[src/hw/rtl/lz78_pkg.sv]
`default_nettype none
package lz78_pkg;

    // pairs counter saturates here
    localparam logic [12:0] COUNT_MAX     = 13'h1FFF;
    localparam logic [12:0] BYTE_CODE_MAX = 13'd255;
    localparam logic [1:0]  CODE_ONE_BYTE = 2'd1;
    localparam logic [1:0]  CODE_TWO_BYTE = 2'd2;
    localparam logic [12:0] LIMIT_RESET   = 13'd4096;

    // one queued input word
    typedef struct packed {
        logic [7:0] data_byte;
        logic       last_byte;
    } t_item;

    // queue head as seen by the back end
    typedef struct packed {
        logic  valid;
        t_item item;
    } t_queue_head;

    typedef enum logic [1:0] {
        ST_CLEAR,
        ST_IDLE,
        ST_LOOK,
        ST_CHECK
    } t_state;

endpackage
`default_nettype wire

[src/hw/rtl/lz78_if.sv]
`default_nettype none
interface lz78_in_if;
    logic       valid;
    logic       ready;
    logic [7:0] data_byte;
    logic       last_byte;
    modport source (output valid, output data_byte, output last_byte, input ready);
    modport sink (input valid, input data_byte, input last_byte, output ready);
endinterface

`default_nettype wire

[src/hw/rtl/lz78_front.sv]
`default_nettype none
module lz78_front (
    input  wire                   i_clk,
    input  wire                   i_rst_n,
    lz78_in_if.sink               i_in,
    output lz78_pkg::t_queue_head o_head,
    input  wire                   i_pop
);
    import lz78_pkg::*;

    t_item      r_buf [2];
    logic       r_wp;
    logic       r_rp;
    logic [1:0] r_cnt;
    logic       w_push;
    logic       w_pop;

    // two-word queue between input and back end
    assign i_in.ready   = (r_cnt != 2'd2);
    assign w_push       = i_in.valid && i_in.ready;
    assign w_pop        = i_pop && (r_cnt != 2'd0);
    assign o_head.valid = (r_cnt != 2'd0);
    assign o_head.item  = r_buf[r_rp];

    always_ff @(posedge i_clk) begin
        if (w_push) begin
            r_buf[r_wp] <= '{data_byte: i_in.data_byte, last_byte: i_in.last_byte};
        end
    end

    always_ff @(posedge i_clk) begin
        if (!i_rst_n) begin
            r_wp  <= 1'b0;
            r_rp  <= 1'b0;
            r_cnt <= 2'd0;
        end else begin
            if (w_push) begin
                r_wp <= ~r_wp;
            end
            if (w_pop) begin
                r_rp <= ~r_rp;
            end
            r_cnt <= r_cnt + {1'b0, w_push} - {1'b0, w_pop};
        end
    end

endmodule
`default_nettype wire

[src/flat_wrapper.sv]
// flat-port wrapper written by rule: the top's interface ports become plain ports
module lz78_front_flat import lz78_pkg::*;
  (i_clk, i_rst_n, o_head, i_pop, i_in_valid, i_in_data_byte, i_in_last_byte, i_in_ready);
  lz78_in_if i_in_i ();
  input  wire i_clk;
  input  wire i_rst_n;
  output lz78_pkg::t_queue_head o_head;
  input  wire i_pop;
  input wire logic [$bits(i_in_i.valid)-1:0] i_in_valid;
  input wire logic [$bits(i_in_i.data_byte)-1:0] i_in_data_byte;
  input wire logic [$bits(i_in_i.last_byte)-1:0] i_in_last_byte;
  output wire logic [$bits(i_in_i.ready)-1:0] i_in_ready;
  assign i_in_i.valid = i_in_valid;
  assign i_in_i.data_byte = i_in_data_byte;
  assign i_in_i.last_byte = i_in_last_byte;
  assign i_in_ready = i_in_i.ready;
  lz78_front u_core (.i_clk(i_clk), .i_rst_n(i_rst_n), .i_in(i_in_i), .o_head(o_head), .i_pop(i_pop));
endmodule
[config.mk]
export PLATFORM = sky130hd
export DESIGN_NAME = lz78_front_flat
export DESIGN_NICKNAME = d
export VERILOG_FILES = /design/src/hw/rtl/lz78_pkg.sv /design/src/hw/rtl/lz78_if.sv /design/src/hw/rtl/lz78_front.sv /design/src/flat_wrapper.sv
export SDC_FILE = /design/constraint.sdc
export NUM_CORES = 1
export LEC_CHECK = 0
export BUFFER_PORTS_ARGS = -buffer_cell sky130_fd_sc_hd__buf_2
export CAP_MARGIN = 20
export CORE_ASPECT_RATIO = 0.7
export CORE_MARGIN = 1.5
export CORE_UTILIZATION = 35
export DETAILED_ROUTE_END_ITERATION = 6
export REMOVE_ABC_BUFFERS = 1
export SLEW_MARGIN = 20
export SYNTH_ARGS = -nofsm -noshare
export SYNTH_HDL_FRONTEND = slang
export SYNTH_SLANG_ARGS = --single-unit
[constraint.sdc]
create_clock -name i_clk -period 1.6 [get_ports i_clk]
set_input_delay 0.08 -clock i_clk [delete_from_list [all_inputs] [get_ports i_clk]]
set_output_delay 0.08 -clock i_clk [all_outputs]
set_load 0.01 [all_outputs]
==> results of run 1 <==
## sequential cells by signal, summed over array words and instances, names as in the netlist, named ones only
register      cells
u_core.r_cnt      2
u_core.r_rp       1
u_core.r_buf     18
u_core.r_wp       1
## worst register-to-register path, cell delays in order (launching register included)
cell                      delay, ns
sky130_fd_sc_hd__dfxtp_1       0.36
sky130_fd_sc_hd__o21a_1        0.21
sky130_fd_sc_hd__ha_1          0.29
sky130_fd_sc_hd__inv_1         0.05
sky130_fd_sc_hd__ha_1          0.14
sky130_fd_sc_hd__xor2_1        0.17
sky130_fd_sc_hd__xnor2_1       0.14
sky130_fd_sc_hd__nor2_1        0.06
## worst max-delay path by stage
stage                    startpoint            endpoint  slack, ns  depth (start not counted)
detailed placement  u_core.r_cnt[1]     u_core.r_cnt[1]       0.09                          7
finish              u_core.r_cnt[1]     u_core.r_cnt[1]       0.09                          7
CTS                       flip-flop           o_head[4]       0.06                          2
global placement    u_core.r_cnt[1]     u_core.r_cnt[1]       0.14                          7
floorplan           u_core.r_cnt[0]  u_core.r_buf[0][0]       0.05                          3
global route        u_core.r_cnt[0]     u_core.r_cnt[1]       0.02                          7
## power by group through the flow
stage | registers [mW] | clock network, mW | logic, mW
CTS | 0.838 | 0.270 | 0.513
floorplan | 0.829 | 0 | 0.325
detailed placement | 0.852 | 0 | 0.494
global route | 0.855 | 0.296 | 0.555
global placement | 0.847 | 0 | 0.486
finish | 0.839 | 0.255 | 0.502
## layer usage
metal / up-vias / part of all wire / global-route usage
li1: 272 / - / -
met1: 257 / 0.42 / 0.122
met2: 17 / 0.50 / 0.202
met3: 3 / 0.068 / 0.0574
met4: 0 / 0.0055 / 0.0267
met5: - / 0 / 0
## cells by family after synthesis
logic type	count (synthesis)	synth area share
flip-flops	23	0.723
multiplexers	9	0.114
adder cells (fa/ha/maj)	2	0.0282
AO/OA/AOI/OAI	2	0.0141
buffers and inverters	4	0.0184
XOR/XNOR	3	0.0297
AND/OR/NAND/NOR	11	0.0721
## layout by cell type (no fill, tap or decap), drive strengths merged
cell,n
buf,26
edfxtp,18
mux2,9
dlygate4sd3,9
dfxtp,5
inv,3
nor2,3
clkbuf,3
xnor2,2
ha,2
and2,2
nand2b,1
o21a,1
and3,1
nor2b,1
nand2,1
nand4b,1
o21ai,1
xor2,1
or2,1
clkinv,1
## what timing repair did
item / in CTS / in global routing
resized for setup: 0 / 1
endpoints found under the setup margin: 0 / 1
hold buffers: 9 / 0
hold endpoints to repair: 18 / 0
## metrics by stage
stage / hold WS (ns) / cells / cell area, sq um / worst slack [ns] / power [mW]
detailed placement: 0.273 / 113 / 1060 / 0.0899 / 1.35
global route: 0.0205 / 126 / 1180 / 0.0197 / 1.71
finish: 0.0246 / 126 / 1180 / 0.0919 / 1.60
CTS: 0.0140 / 126 / 1180 / 0.0594 / 1.62
global placement: 0.270 / 113 / 1060 / 0.142 / 1.33
floorplan: 0.179 / 53 / 881 / 0.0531 / 1.15
## area by class of cell
class | instances | area, sq um
Clock buffer | 3 | 22.5
Clock inverter | 1 | 5.00
Fill cell | 224 | 1240
Inverter | 3 | 11.3
Multi-Input combinational cell | 27 | 229
Sequential cell | 23 | 642
Tap cell | 34 | 42.5
Timing Repair Buffer | 35 | 228
==> metrics, run 1 <==
total number of H-tree levels 1; number of remaining DRC errors 0; worst path required time 1.81 ns; sequential fraction of the synthesis area 0.723; TritonCTS clock tree built; fmax 0.663 GHz; total wirelength of the detailed-routed design 1450 microns; Largest delay share family, worst path adder cells; residual overflow from global routing 0; detailed-route wire length per cell ~11 microns; share of final-layout standard cells stronger than drive strength 1 0.457; average size of a mapped cell around 16 sq um; Area growth, synth to finish 33.2%; height of the die 45.1 microns; clock sink total 23; Setup-failing EPs final 0; antenna violations before repair 0; detailed-router iteration count before antenna repair 2; Clock Latency Late Sink just over 0.3 ns; Max stage delay cell, worst path sky130_fd_sc_hd__dfxtp_1; clk_skew 0.00610 ns; endpoint of the most critical register-to-register path u_core.r_cnt[1]; global-route total usage across every layer 0.113; via count of the first global-routing pass 552; final hold vios 0; Die Outline Area around 0.0028 sq mm; switching fraction of total power 0.285; maximum ir drop on the vdd rail 0.769 mV; Initial Util 0.366; buffer levels on the longest clock path 2; placer congestion estimate 0.719; buffers plus inverters on the worst setup path 1; number of max-cap violations 0; maximum fanout along the worst path 4; Internal Dissipation roughly 1.1 mW; Final TNS setup 0 ns; post-synth top area share 0.610; Row Count 15; Pwr per Cell Area 1350 mW/mm^2; cts bufs inserted 3; setup repair after global routing missed its margin false; cell count after synthesis 54; most used standard cell by instance count after synthesis sky130_fd_sc_hd__edfxtp_1; worst min path class input port to flip-flop; hold wc startpoint i_rst_n; most common flop cell mapped by yosys sky130_fd_sc_hd__edfxtp_1; worst slew slack as a fraction of its limit 0.851; kind of critical path flip-flop to flip-flop; reg2reg start u_core.r_cnt[1]; diode insertion count for antenna repair 0; endpoint with the worst hold slack u_core.r_cnt[0]; WHS Path Cells 2; core area around 0.0024 sq mm; buffer cell driving the clock tree root sky130_fd_sc_hd__clkbuf_4; quantity of I/O buffers inserted on ports 23; number of setup buffers added after CTS 0; cell types with the largest area share after synthesis sky130_fd_sc_hd__edfxtp_1 61%, sky130_fd_sc_hd__mux2_2 11%, sky130_fd_sc_hd__dfxtp_1 11%; Tmin final 1.51 ns; endpoint type of the worst setup path flip-flop; routed vias 549; fin util 0.487; top-level I/O count 24; slack of the worst reg-to-reg path roughly 0.09 ns; Reg clk slew, reported paths between 0.1 and 0.15 ns; CP max stage delay 0.36 ns; count of nets after finishing 108; number of unique standard cell types used by synthesis 19; Syn. warnings 0; die extent in x 63.1 microns; share of power burned in combinational logic 0.314; leading post-synthesis cells by instance count 18 x sky130_fd_sc_hd__edfxtp_1, 9 x sky130_fd_sc_hd__mux2_2, 5 x sky130_fd_sc_hd__dfxtp_1, 3 x sky130_fd_sc_hd__inv_1, 3 x sky130_fd_sc_hd__nor2_1; clock network power share 0.160; type of element launching the critical path flip-flop; Net Switching 0.455 mW; detailed placer's ending HPWL 1050 microns; actual transition at the worst max-transition pin around 0.22 ns; power share of the sequential group 0.526; most used cell along the critical path sky130_fd_sc_hd__ha_1; antenna-violating nets left 0; summed instance area of the synthesized netlist around 890 sq um; global-route wire length before repair between 2000 and 2500 microns; final slew viol count 0; number of flops mapped to enable cells by yosys 18; Arrival @ worst endpoint roughly 1.7 ns; cell type contributing the most total cell area after synthesis sky130_fd_sc_hd__edfxtp_1; Static Leakage roughly 0.48 nW; Period Utilization, post-route 0.943; crit path cell chain o21a_1 > ha_1 > inv_1 > ha_1 > xor2_1 > xnor2_1 > nor2_1; maximum number of pins on one net before global-route repair 14; async set-reset flop share out of synthesis 0; number of register bits inferred by synthesis 23; number of cells traversed by the worst register-to-register path 7; number of DRC markers after the initial detailed-route iteration 16; vias per inst 4.36; status completed
Note: power is estimated with default switching activity, not from simulation.
==> inputs of run 2 (changes only) <==
--- a/config.mk
+++ b/config.mk
@@ -8,8 +8,7 @@
 export BUFFER_PORTS_ARGS = -buffer_cell sky130_fd_sc_hd__buf_2
 export CAP_MARGIN = 20
 export CORE_ASPECT_RATIO = 0.7
-export CORE_MARGIN = 1.5
-export CORE_UTILIZATION = 35
+export CORE_UTILIZATION = 30
 export DETAILED_ROUTE_END_ITERATION = 6
 export REMOVE_ABC_BUFFERS = 1
 export SLEW_MARGIN = 20
==> metrics, run 2 (same netlist as run 1, synthesis figures left out) <==
status completed; Tmin final 1.54 ns (+0.0312 ns); Reg clk slew, reported paths 0.07 ns (-0.04 ns); cts bufs inserted 3 (unchanged); quantity of I/O buffers inserted on ports 23 (unchanged); highest metal layer with signal wires met3; final cell area excluding filler cells 0.00112 sq mm (-4.9%); Arrival @ worst endpoint 1.69 ns (-0.03 ns); buffer levels on the longest clock path 2 (unchanged); type of element launching the critical path flip-flop; Largest delay share family, worst path adder cells; crit path cell chain o21a_1 > ha_1 > inv_1 > ha_2 > xor2_2 > xnor2_1 > nor2_1; worst slew slack as a fraction of its limit 0.710 (-0.141); share of final-layout standard cells stronger than drive strength 1 0.518 (+0.0616); leading cell types in the layout, fill and taps excluded 23 x sky130_fd_sc_hd__buf_2, 18 x sky130_fd_sc_hd__edfxtp_1, 9 x sky130_fd_sc_hd__mux2_2, 4 x sky130_fd_sc_hd__dfxtp_1; detailed-routed wire length on met3 91 microns (-7.1%); buffers plus inverters on the worst setup path 1 (unchanged); maximum fanout along the worst path 4 (unchanged); number of cells traversed by the worst register-to-register path 7 (unchanged); buffer cell driving the clock tree root sky130_fd_sc_hd__clkbuf_8; detailed-router iteration count before antenna repair 4 (+2); count of nets after finishing 99 (-8.3%); actual transition at the worst max-transition pin 0.434 ns (+0.212 ns); most common cell after layout, fill and taps aside sky130_fd_sc_hd__buf_2; number of cells on the critical path 7 (unchanged); Pwr per Cell Area 1510 mW/mm^2 (+12%); total wirelength of the detailed-routed design 1460 microns (+1.2%); global-route total usage across every layer 0.0992 (-0.0135); Initial Util 0.316 (-0.0498); Clock Latency Late Sink 0.26 ns (-0.05 ns); fmax 0.650 GHz (-2.0%); core area 0.00280 sq mm (+16%); largest registers in the final layout u_core.r_buf x18, u_core.r_cnt x2; Static Leakage 0.444 nW (-7.1%); maximum number of pins on one net before global-route repair 13 (-1); worst path required time 1.75 ns (-0.06 ns); die extent in x 67.0 microns (+6.1%); setup repair after global routing missed its margin false; antenna-violating nets left 0 (unchanged); final hold vios 0 (unchanged); Max stage delay cell, worst path sky130_fd_sc_hd__dfxtp_4; placer congestion estimate 0.607 (-16%); clk_skew 0.00207 ns (-0.00402 ns); Die Outline Area 0.00318 sq mm (+12%); Period Utilization, post-route 0.962 (+0.0195); WHS Path Cells 1 (-1); total number of H-tree levels 1 (unchanged); CP max stage delay 0.36 ns (about the same); number of max-cap violations 0 (unchanged); Final TNS setup 0 ns (unchanged); TritonCTS clock tree built; via count of the first global-routing pass 471 (-15%); detailed placer's ending HPWL 1050 microns (+0.39%); height of the die 47.5 microns (+5.3%); vias per inst 4.34 (-0.48%); worst min path class input port to flip-flop; global-route wire length before repair 2130 microns (-7.5%); Met1 Wirelength 601 microns (-2.1%); Hold-fix buffers, CTS 0 (-9); clock sink total 23 (unchanged); wire length on met2 770 microns (+6.6%); number of DRC markers after the initial detailed-route iteration 23 (+7); routed vias 516 (-6.0%); number of remaining DRC errors 0 (unchanged); final slew viol count 0 (unchanged); placed cell areas 0.00106 sq mm (-0.47%); number of flip-flops in the largest register 18 (unchanged); endpoint type of the worst setup path flip-flop; maximum ir drop on the vdd rail 0.559 mV (-27%); Row Count 16 (+1); Area growth, synth to finish 26.7%; Setup-failing EPs final 0 (unchanged); top-level I/O count 24 (unchanged); antenna violations before repair 0 (unchanged); Top reg by flops u_core.r_buf; residual overflow from global routing 0 (unchanged); detailed-route wire length per cell 12.3 microns (+7.2%); diode insertion count for antenna repair 0 (unchanged); kind of critical path flip-flop to flip-flop
-- run 2: cell types whose count changed in the layout (fill, tap and decap cells not counted), sizes merged --
cell and delta:
clkinv -1, clkbuf +1, dlygate4sd3 -9
-- run 2: timing repair --
| action | in CTS | in global routing |
|---|---|---|
| buffers inserted | 0 | 1 |
| setup endpoints to repair | 0 | 1 |
| resized for setup | 0 | 4 |
-- run 2: area by class of cell --
type | count | area, sq um
Clock buffer | 4 | 45.0
Fill cell | 289 | 1680
Inverter | 3 | 11.3
Multi-Input combinational cell | 27 | 239
Sequential cell | 23 | 644
Tap cell | 36 | 45.0
Timing Repair Buffer | 26 | 138
-- run 2: worst register-to-register path: stages, from the launching register on --
cell and delay (ns):
sky130_fd_sc_hd__dfxtp_4 0.36, sky130_fd_sc_hd__o21a_1 0.20, sky130_fd_sc_hd__ha_1 0.29, sky130_fd_sc_hd__inv_1 0.06
sky130_fd_sc_hd__ha_2 0.18, sky130_fd_sc_hd__xor2_2 0.15, sky130_fd_sc_hd__xnor2_1 0.14, sky130_fd_sc_hd__nor2_1 0.06
-- run 2: where the power goes --
group | internal [mW] | leakage [nW] | switching (mW)
clock network | 0.177 | 0.0228 | 0.171
logic | 0.275 | 0.212 | 0.225
registers | 0.769 | 0.210 | 0.0767
-- run 2: through the flow --
stage / std cells / hold WS (ns) / utilization / total power, mW / worst slack, ns
5_1_grt: 119 / 0.000124 / 0.400 / 1.80 / 0.0121
6_report: 119 / 0.00855 / 0.400 / 1.69 / 0.0607
2_1_floorplan: 53 / 0.179 / - / 1.15 / 0.0531
3_3_place_gp: 114 / 0.267 / 0.377 / 1.32 / 0.158
3_5_place_dp: 114 / 0.272 / 0.377 / 1.34 / 0.0498
4_1_cts: 118 / 0.00123 / 0.393 / 1.69 / 0.0359
-- run 2: routing by layer --
metal / track usage / vias to the layer above
met1: 0.118 / 248
met4: 0.0255 / 0
li1: - / 249
met5: 0 / -
met2: 0.170 / 19
met3: 0.0429 / 0
-- run 2: path summary, 6_finish.rpt --
| kind | startpoint | end | slack [ns] |
|---|---|---|---|
| min | i_in_data_byte[3] | u_core.r_buf[1][4] | 0.009 |
| min reg2reg | u_core.r_wp | u_core.r_wp | 0.48 |
| max reg2reg | u_core.r_cnt[1] | u_core.r_cnt[1] | 0.06 |
| max | u_core.r_cnt[1] | u_core.r_cnt[1] | 0.06 |
